### src/pnc_pkg.sv
`timescale 1ns / 1ps
package pnc_pkg;

  // command codes
  typedef enum logic [2:0] {
    OP_TONE_ATTACK = 3'd0,
    OP_NOTE_OFF    = 3'd1,
    OP_MUTE_ALL    = 3'd2,
    OP_SET_ENV     = 3'd3,
    OP_SET_VOLUME  = 3'd4,
    OP_SET_MIXER   = 3'd5
  } op_e;

  // kinds of write runs handed from front to back
  typedef enum logic [1:0] {
    KIND_TONE  = 2'd0,
    KIND_OFF   = 2'd1,
    KIND_MUTE  = 2'd2,
    KIND_MIXER = 2'd3
  } kind_e;

  // chip register numbers
  localparam logic [3:0] REG_MIXER     = 4'd7;
  localparam logic [3:0] REG_VOL_A     = 4'd8;
  localparam logic [3:0] REG_VOL_B     = 4'd9;
  localparam logic [3:0] REG_VOL_C     = 4'd10;
  localparam logic [3:0] REG_ENV_LO    = 4'd11;
  localparam logic [3:0] REG_ENV_HI    = 4'd12;
  localparam logic [3:0] REG_ENV_SHAPE = 4'd13;

  localparam logic [4:0] ENV_VOLUME   = 5'h1F;
  localparam logic [3:0] VOLUME_RESET = 4'hF;
  localparam logic [7:0] MIXER_RESET  = 8'hF8;
  localparam logic [1:0] CH_C         = 2'd2;
  localparam logic [1:0] CH_NONE      = 2'd3;

  localparam int QDEPTH = 4;
  localparam int QPTR_W = 2;

  // one run of register writes, with everything the back needs
  typedef struct packed {
    kind_e       kind;
    logic [1:0]  ch;
    logic [15:0] period;
    logic [15:0] env_period;
    logic [3:0]  env_shape;
    logic        use_env;
    logic [4:0]  vol;
    logic [4:0]  melody;
    logic        sync;
    logic [7:0]  mixer;
    logic [2:0]  last_step;
  } job_t;

  function automatic logic [3:0] period_addr(input logic [1:0] ch);
    period_addr = {1'b0, ch, 1'b0};
  endfunction

  function automatic logic [3:0] volume_addr(input logic [1:0] ch);
    volume_addr = REG_VOL_A + {2'b00, ch};
  endfunction

endpackage

### src/pnc_front.sv
`timescale 1ns / 1ps
module pnc_front (
  input  logic              clk_i,
  input  logic              rst_ni,
  input  logic              cmd_valid_i,
  output logic              cmd_ready_o,
  input  logic [2:0]        operation_i,
  input  logic [1:0]        channel_i,
  input  logic [15:0]       period_value_i,
  input  logic [7:0]        channel_mask_i,
  input  logic [7:0]        shape_value_i,
  input  logic [7:0]        volume_value_i,
  input  logic [7:0]        mixer_value_i,
  output logic              push_o,
  output pnc_pkg::job_t     job_o,
  input  logic              full_i
);
  import pnc_pkg::*;

  logic [2:0]  env_ch_q, env_ch_d;
  logic [3:0]  env_shape_q, env_shape_d;
  logic [15:0] env_period_q, env_period_d;
  logic [3:0]  fix_vol_q [3];
  logic [3:0]  fix_vol_d [3];
  logic [7:0]  mixer_q, mixer_d;
  logic [4:0]  melody_q, melody_d;
  logic        accept;
  logic [2:0]  mask;
  logic        use_env;
  logic [4:0]  vol;

  assign cmd_ready_o = !full_i;
  assign accept      = cmd_valid_i && !full_i;
  assign mask        = channel_mask_i[2:0];

  always_comb begin
    use_env = 1'b0;
    vol     = 5'd0;
    if (channel_i != CH_NONE && period_value_i != 16'd0) begin
      use_env = env_ch_q[channel_i];
      vol     = use_env ? ENV_VOLUME : {1'b0, fix_vol_q[channel_i]};
    end
  end

  always_comb begin
    env_ch_d     = env_ch_q;
    env_shape_d  = env_shape_q;
    env_period_d = env_period_q;
    fix_vol_d    = fix_vol_q;
    mixer_d      = mixer_q;
    melody_d     = melody_q;
    push_o       = 1'b0;
    job_o        = '0;
    job_o.ch         = channel_i;
    job_o.period     = period_value_i;
    job_o.env_period = env_period_q;
    job_o.env_shape  = env_shape_q;
    job_o.use_env    = use_env;
    job_o.vol        = vol;
    case (operation_i)
      OP_TONE_ATTACK: begin
        if (channel_i != CH_NONE) begin
          push_o          = 1'b1;
          job_o.kind      = KIND_TONE;
          job_o.last_step = use_env ? 3'd5 : 3'd2;
          if (channel_i == CH_C) begin
            melody_d   = vol;
            job_o.sync = 1'b1;
          end
        end
      end
      OP_NOTE_OFF: begin
        if (channel_i != CH_NONE) begin
          push_o          = 1'b1;
          job_o.kind      = KIND_OFF;
          job_o.last_step = 3'd0;
          if (channel_i == CH_C) begin
            melody_d   = 5'd0;
            job_o.sync = 1'b1;
          end
        end
      end
      OP_MUTE_ALL: begin
        push_o          = 1'b1;
        job_o.kind      = KIND_MUTE;
        job_o.last_step = 3'd2;
        melody_d        = 5'd0;
        job_o.sync      = 1'b1;
      end
      OP_SET_ENV: begin
        if (mask != 3'd0) begin
          env_shape_d  = shape_value_i[3:0];
          env_period_d = period_value_i;
          env_ch_d     = mask;
        end
      end
      OP_SET_VOLUME: begin
        if (mask != 3'd0) begin
          env_ch_d = env_ch_q & ~mask;
          for (int i = 0; i < 3; i++) begin
            if (mask[i]) fix_vol_d[i] = volume_value_i[3:0];
          end
        end
      end
      OP_SET_MIXER: begin
        push_o          = 1'b1;
        job_o.kind      = KIND_MIXER;
        job_o.last_step = 3'd0;
        mixer_d         = mixer_value_i;
      end
      default: ;
    endcase
    job_o.melody = melody_d;
    job_o.mixer  = mixer_d;
    push_o       = push_o && accept;
  end

  always_ff @(posedge clk_i or negedge rst_ni) begin
    if (!rst_ni) begin
      env_ch_q     <= 3'd0;
      env_shape_q  <= 4'd0;
      env_period_q <= 16'd0;
      for (int i = 0; i < 3; i++) fix_vol_q[i] <= VOLUME_RESET;
      mixer_q      <= MIXER_RESET;
      melody_q     <= 5'd0;
    end else if (accept) begin
      env_ch_q     <= env_ch_d;
      env_shape_q  <= env_shape_d;
      env_period_q <= env_period_d;
      fix_vol_q    <= fix_vol_d;
      mixer_q      <= mixer_d;
      melody_q     <= melody_d;
    end
  end

endmodule

### src/pnc_queue.sv
`timescale 1ns / 1ps
module pnc_queue (
  input  logic          clk_i,
  input  logic          rst_ni,
  input  logic          push_i,
  input  pnc_pkg::job_t job_i,
  output logic          full_o,
  input  logic          pop_i,
  output logic          valid_o,
  output pnc_pkg::job_t job_o
);
  import pnc_pkg::*;

  job_t              entry_q [QDEPTH];
  logic [QPTR_W-1:0] wr_ptr_q, rd_ptr_q;
  logic [QPTR_W:0]   count_q;
  logic              do_push, do_pop;

  assign full_o  = (count_q == (QPTR_W+1)'(QDEPTH));
  assign valid_o = (count_q != '0);
  assign job_o   = entry_q[rd_ptr_q];
  assign do_push = push_i && !full_o;
  assign do_pop  = pop_i && valid_o;

  always_ff @(posedge clk_i) begin
    if (do_push) entry_q[wr_ptr_q] <= job_i;
  end

  always_ff @(posedge clk_i or negedge rst_ni) begin
    if (!rst_ni) begin
      wr_ptr_q <= '0;
      rd_ptr_q <= '0;
      count_q  <= '0;
    end else begin
      if (do_push) wr_ptr_q <= wr_ptr_q + 1'b1;
      if (do_pop)  rd_ptr_q <= rd_ptr_q + 1'b1;
      if (do_push && !do_pop)      count_q <= count_q + 1'b1;
      else if (do_pop && !do_push) count_q <= count_q - 1'b1;
    end
  end

endmodule

### src/pnc_back.sv
`timescale 1ns / 1ps
module pnc_back (
  input  logic          clk_i,
  input  logic          rst_ni,
  input  logic          job_valid_i,
  input  pnc_pkg::job_t job_i,
  output logic          pop_o,
  output logic          wr_valid_o,
  input  logic          wr_ready_i,
  output logic [3:0]    reg_addr_o,
  output logic [7:0]    reg_data_o,
  output logic          last_o,
  output logic [4:0]    melody_c_volume_o,
  output logic          c_volume_sync_o,
  output logic [7:0]    mixer_mirror_o
);
  import pnc_pkg::*;

  logic [2:0] step_q;
  logic       valid_q;
  logic [3:0] addr_q, addr_d;
  logic [7:0] data_q, data_d;
  logic       last_q, melody_sync_q;
  logic [4:0] melody_q;
  logic [7:0] mixer_q;
  logic       load, is_last;

  assign load    = job_valid_i && (!valid_q || wr_ready_i);
  assign is_last = (step_q == job_i.last_step);
  assign pop_o   = load && is_last;

  // register write for the current step of the head run
  always_comb begin
    addr_d = volume_addr(job_i.ch);
    data_d = 8'd0;
    case (job_i.kind)
      KIND_TONE: begin
        case (step_q)
          3'd0: begin
            addr_d = period_addr(job_i.ch);
            data_d = job_i.period[7:0];
          end
          3'd1: begin
            addr_d = period_addr(job_i.ch) + 4'd1;
            data_d = job_i.period[15:8];
          end
          3'd2: begin
            if (job_i.use_env) begin
              addr_d = REG_ENV_LO;
              data_d = job_i.env_period[7:0];
            end else begin
              data_d = {3'b000, job_i.vol};
            end
          end
          3'd3: begin
            addr_d = REG_ENV_HI;
            data_d = job_i.env_period[15:8];
          end
          3'd4: begin
            addr_d = REG_ENV_SHAPE;
            data_d = {4'b0000, job_i.env_shape};
          end
          default: data_d = {3'b000, job_i.vol};
        endcase
      end
      KIND_MUTE: addr_d = REG_VOL_A + {1'b0, step_q};
      KIND_MIXER: begin
        addr_d = REG_MIXER;
        data_d = job_i.mixer;
      end
      default: ;
    endcase
  end

  always_ff @(posedge clk_i or negedge rst_ni) begin
    if (!rst_ni) begin
      valid_q <= 1'b0;
      step_q  <= 3'd0;
    end else begin
      if (load) begin
        valid_q <= 1'b1;
        step_q  <= is_last ? 3'd0 : step_q + 3'd1;
      end else if (wr_ready_i) begin
        valid_q <= 1'b0;
      end
    end
  end

  always_ff @(posedge clk_i) begin
    if (load) begin
      addr_q        <= addr_d;
      data_q        <= data_d;
      last_q        <= is_last;
      melody_q      <= job_i.melody;
      melody_sync_q <= job_i.sync;
      mixer_q       <= job_i.mixer;
    end
  end

  assign wr_valid_o        = valid_q;
  assign reg_addr_o        = addr_q;
  assign reg_data_o        = data_q;
  assign last_o            = last_q;
  assign melody_c_volume_o = melody_q;
  assign c_volume_sync_o   = melody_sync_q;
  assign mixer_mirror_o    = mixer_q;

endmodule

### src/psg_note_command_sequencer.sv
`timescale 1ns / 1ps
// psg note command sequencer: turns music commands into sound-chip register
// writes. Each command transaction on the slave side yields a run of zero to
// six write transactions on the master side, one per cycle while the master
// side is ready, tlast on the last write of a run. Tone attack gives three
// writes (six when the channel rides the envelope), note off and set mixer
// one, mute all three; tone attack and note off on channel 3 and unused codes
// give none; set envelope and set fixed volume give none and only touch
// internal state. A command is taken every cycle while the four-entry run
// queue has room; the master side sustains one write per cycle while ready,
// so the output write port sets the rate.
// After reset the mixer mirror reads 0xF8 but no R7 write is sent; issue
// set mixer 0xF8 if the chip needs it.
module psg_note_command_sequencer (
  input  logic        clk_i,
  input  logic        rst_ni,
  // command side
  input  logic        s_axis_tvalid,
  output logic        s_axis_tready,
  // [2:0] operation, [4:3] channel, [20:5] period_value, [28:21] channel_mask,
  // [36:29] shape_value, [44:37] volume_value, [52:45] mixer_value, rest zero
  input  logic [55:0] s_axis_tdata,
  // register write side
  output logic        m_axis_tvalid,
  input  logic        m_axis_tready,
  // [3:0] reg_addr, [11:4] reg_data, [16:12] melody_c_volume,
  // [24:17] mixer_mirror, rest zero
  output logic [31:0] m_axis_tdata,
  output logic        m_axis_tlast,
  // [0] c_volume_sync
  output logic        m_axis_tuser
);
  import pnc_pkg::*;

  logic       push, full, job_valid, pop;
  job_t       push_job, head_job;
  logic [3:0] reg_addr;
  logic [7:0] reg_data;
  logic [4:0] melody_c_volume;
  logic [7:0] mixer_mirror;

  // front: decodes commands, holds envelope / volume / mixer state
  pnc_front u_front (
    .clk_i          (clk_i),
    .rst_ni         (rst_ni),
    .cmd_valid_i    (s_axis_tvalid),
    .cmd_ready_o    (s_axis_tready),
    .operation_i    (s_axis_tdata[2:0]),
    .channel_i      (s_axis_tdata[4:3]),
    .period_value_i (s_axis_tdata[20:5]),
    .channel_mask_i (s_axis_tdata[28:21]),
    .shape_value_i  (s_axis_tdata[36:29]),
    .volume_value_i (s_axis_tdata[44:37]),
    .mixer_value_i  (s_axis_tdata[52:45]),
    .push_o         (push),
    .job_o          (push_job),
    .full_i         (full)
  );

  // run queue between decode and write sequencing
  pnc_queue u_queue (
    .clk_i   (clk_i),
    .rst_ni  (rst_ni),
    .push_i  (push),
    .job_i   (push_job),
    .full_o  (full),
    .pop_i   (pop),
    .valid_o (job_valid),
    .job_o   (head_job)
  );

  // back: steps through each run, one registered write per cycle while ready
  pnc_back u_back (
    .clk_i             (clk_i),
    .rst_ni            (rst_ni),
    .job_valid_i       (job_valid),
    .job_i             (head_job),
    .pop_o             (pop),
    .wr_valid_o        (m_axis_tvalid),
    .wr_ready_i        (m_axis_tready),
    .reg_addr_o        (reg_addr),
    .reg_data_o        (reg_data),
    .last_o            (m_axis_tlast),
    .melody_c_volume_o (melody_c_volume),
    .c_volume_sync_o   (m_axis_tuser),
    .mixer_mirror_o    (mixer_mirror)
  );

  assign m_axis_tdata = {7'd0, mixer_mirror, melody_c_volume, reg_data, reg_addr};

endmodule

### config.mk
export PLATFORM = sky130hd
export DESIGN_NAME = psg_note_command_sequencer
export DESIGN_NICKNAME = d
export VERILOG_FILES = /design/src/pnc_pkg.sv /design/src/pnc_front.sv /design/src/pnc_queue.sv /design/src/pnc_back.sv /design/src/psg_note_command_sequencer.sv
export SDC_FILE = /design/constraint.sdc
export NUM_CORES = 1
export LEC_CHECK = 0
export CAP_MARGIN = 20
export CORE_MARGIN = 3
export CORE_UTILIZATION = 50
export CTS_BUF_LIST = sky130_fd_sc_hd__clkbuf_16
export DETAILED_ROUTE_END_ITERATION = 12
export DONT_BUFFER_PORTS = 1
export SYNTH_ARGS = -nofsm -noshare
export SYNTH_HDL_FRONTEND = slang
export SYNTH_SLANG_ARGS = --single-unit
### constraint.sdc
create_clock -name clk_i -period 9 [get_ports clk_i]
set_clock_uncertainty 0.2 [all_clocks]
set_input_delay 2.7 -clock clk_i [delete_from_list [all_inputs] [get_ports clk_i]]
set_output_delay 2.7 -clock clk_i [all_outputs]
set_load 0.005 [all_outputs]
==> reports/qor.yml <==
diodes: 0
htree_levels: 2
drt-initial-drc-count: 407
synth_ff_type: "edfxtp_1"
final-setup-viol-count: 0
drv_slew: 0
clock_latency_ns: 0.50
synth_edf_count: 271
cts.path.max_buffers: 3
first_pass_iters: 5
grt-ovfl-total: 0
synth_top_area_share_pct: 60.5
cts_resized: 0
hold_viol: 0
start_util_pct: 51.2
die_y_um: 170
ir_drop_mv: 0.162
clock.fmax_mhz: 193
cp.arrival_ns: 5.13
postCtsSetupBuffers: 0
finalCriticalPeriod_ns: 5.19
grt_max_degree: 62
cts_root_buf: "clkbuf_16"
worst_pin_slew_ns: 0.968
cts_sinks: 330
cellPowerDensity_nw_per_um2: 328
multi_input_area_sq_um: 3540
synth-seq-area-share_pct: 71.6
nets: 837
grt_pass1_vias: 7054
start_kind: "input port"
synth-seq-cells: 330
synthTopCellsByArea: "edfxtp_1 61%, dfrtp_1 7.8%, mux4_2 6.2%, mux2_2 3.9%, dfstp_2 3.3%"
io_pins: 96
hold_buffers: 0
viasPerCell: 5.94
finalCritPeriodShare_pct: 57.6
hp-class: "reg2reg"
layout.area.seq_sq_um: 9640
cap_viol_max_count: 0
status: "finished clean"
rsz0062_at_grt: "false"
dieWidth_um: 170
synth_area_sq_um: 13400
final_common_cell: "edfxtp_1"
critPathKind: "in2reg"
final_cell_mix: "271 x edfxtp_1, 49 x nand2_1, 47 x mux2_2, 40 x dfrtp_1, 38 x mux2i_1"
post_drt_wl_per_cell_um: 24.0
grt_pass1_wl_um: 41800
cp_max_fo: 32
remaining_drc_errors: 0
antenna_found_initial: 0
clk_pin_slew_ns: 0.06
area_delta_synth_final_pct: 10.4
nFillCells: 2009
rows: 59
relSlewSlack_pct: 35.5
async_flop_share_pct: 17.9
route.vias.total: 6668
dp.final_hpwl_um: 16900
cts_tree: "done"
routed_wl_um: 26900
reg2reg_slack_ns: 5.04
syn_inst: 747
cp_data_required_time_ns: 8.94
syn_avg_cell_area_sq_um: 18.0
grt_usage_pct: 19.1
postLayoutCoreUtil_pct: 56.5
drive_gt1_share_pct: 22.6
fp.coreArea_sq_um: 26300
yosys_warnings: 0
p_leak_uw: 0.00521
cts_buffers: 36
io_buffers: 0
synth_cell_types: 63
gp_congestion: 0.796
crit_path_end_kind: "register"
fin_setup_tns_ns: 0
synth_top_area_cell: "edfxtp_1"
die_area_sq_um: 28900
ant_nets: 0
==> critical path: stages <==
cell	delay, ns
and2_1	0.23
a211oi_1	0.49
o21a_1	0.33
and2_2	0.73
buf_4	0.59
==> metrics by stage <==
step                hold slack (ns)  area, sq um  setup WS (ns)  instances  total power (uW)
CTS                           0.258        14800           3.80       1122              4920
floorplan                     0.237        13500           3.15        753              3180
global placement              0.244        13700           3.28       1059              3480
global route                  0.270        14800           3.56       1122              5120
finish                        0.254        14800           3.81       1122              4870
detailed placement            0.248        13700           3.27       1059              3530
==> kinds of logic (layout without fill, tap and decap cells) <==
group | after synthesis | after routing | synth area share (%)
XOR/XNOR | 7 | 7 | 0.456
multiplexers | 130 | 130 | 14.5
other | 1 | 7 | 0.0279
buffers and inverters | 52 | 86 | 2.21
AO/OA/AOI/OAI | 89 | 89 | 5.21
adder cells (fa/ha/maj) | 15 | 15 | 1.45
flip-flops | 330 | 330 | 71.6
AND/OR/NAND/NOR | 123 | 123 | 4.47
==> report_power, final <==
| group | leakage (uW) | switching (uW) | total [uW] | internal (uW) |
|---|---|---|---|---|
| Sequential | 0.00319 | 196 | 2260 | 2070 |
| Combinational | 0.00144 | 682 | 1220 | 536 |
| Clock | 0.000574 | 561 | 1390 | 831 |
==> cell usage after synthesis, types with 4 or more instances <==
| library cell | number |
|---|---|
| nor3_1 | 9 |
| mux2_2 | 47 |
| inv_1 | 15 |
| ha_1 | 14 |
| buf_6 | 5 |
| o22ai_1 | 18 |
| buf_4 | 10 |
| mux4_1 | 8 |
| xnor2_1 | 5 |
| a21o_1 | 6 |
| buf_2 | 9 |
| mux4_2 | 37 |
| a22oi_1 | 6 |
| o21ai_0 | 7 |
| edfxtp_1 | 271 |
| dfrtp_1 | 42 |
| o2bb2ai_1 | 5 |
| a41oi_1 | 5 |
| a211oi_1 | 8 |
| nand3b_1 | 4 |
| nor4_1 | 4 |
| nor2b_1 | 4 |
| a22o_1 | 4 |
| o31ai_1 | 5 |
| dfstp_2 | 17 |
| and2_1 | 9 |
| nand3_1 | 6 |
| clkbuf_1 | 9 |
| mux2i_1 | 38 |
| nand2_1 | 49 |
| nand2b_1 | 4 |
| nor2_1 | 19 |
==> sequential cells by signal, summed over array words and instances (netlist names), 5 cells and up <==
signal / flops
u_back.melody_c_volume_o: 5
u_front.mixer_q: 8
u_front.env_period_q: 16
u_back.mixer_mirror_o: 8
u_front.fix_vol_q: 12
u_front.melody_q: 5
u_queue.entry_q: 244
u_back.reg_data_o: 8
==> cell type report <==
type	instances	share of cell area, %
inverter	15	0.379
sequential	330	64.9
timing repair buffer	8	0.405
clock buffer	37	6.24
tap	335	2.82
clock inverter	26	1.35
multi-input combinational	371	23.9
==> per-layer routing <==
layer / vias up / global-route usage (%) / part of all wire (%)
li1: 2985 / - / -
met1: 3451 / 26.1 / 43
met2: 195 / 30.9 / 48
met3: 37 / 4.51 / 6.1
met4: 0 / 5.71 / 2.4
met5: - / 0 / 0
==> worst paths after layout <==
path                                                  from                         endpoint  depth (start not counted)
min in group asynchronous                           rst_ni  u_front.melody_q[3]$_DFFE_PN0N_                          0
max in group asynchronous                           rst_ni   u_front.mixer_q[4]$_DFFE_PN1N_                          0
min                         u_front.mixer_q[6]$_DFFE_PN1N_   u_front.mixer_q[6]$_DFFE_PN1N_                          2
max reg2reg                u_queue.rd_ptr_q[0]$_DFFE_PN0P_   u_queue.count_q[1]$_DFFE_PN0P_                          8
max                                        s_axis_tdata[3]  u_queue.entry_q[3][7]$_DFFE_PP_                          5
min reg2reg                 u_front.mixer_q[6]$_DFFE_PN1N_   u_front.mixer_q[6]$_DFFE_PN1N_                          2
No activity file was read; power rests on OpenSTA's default activity.
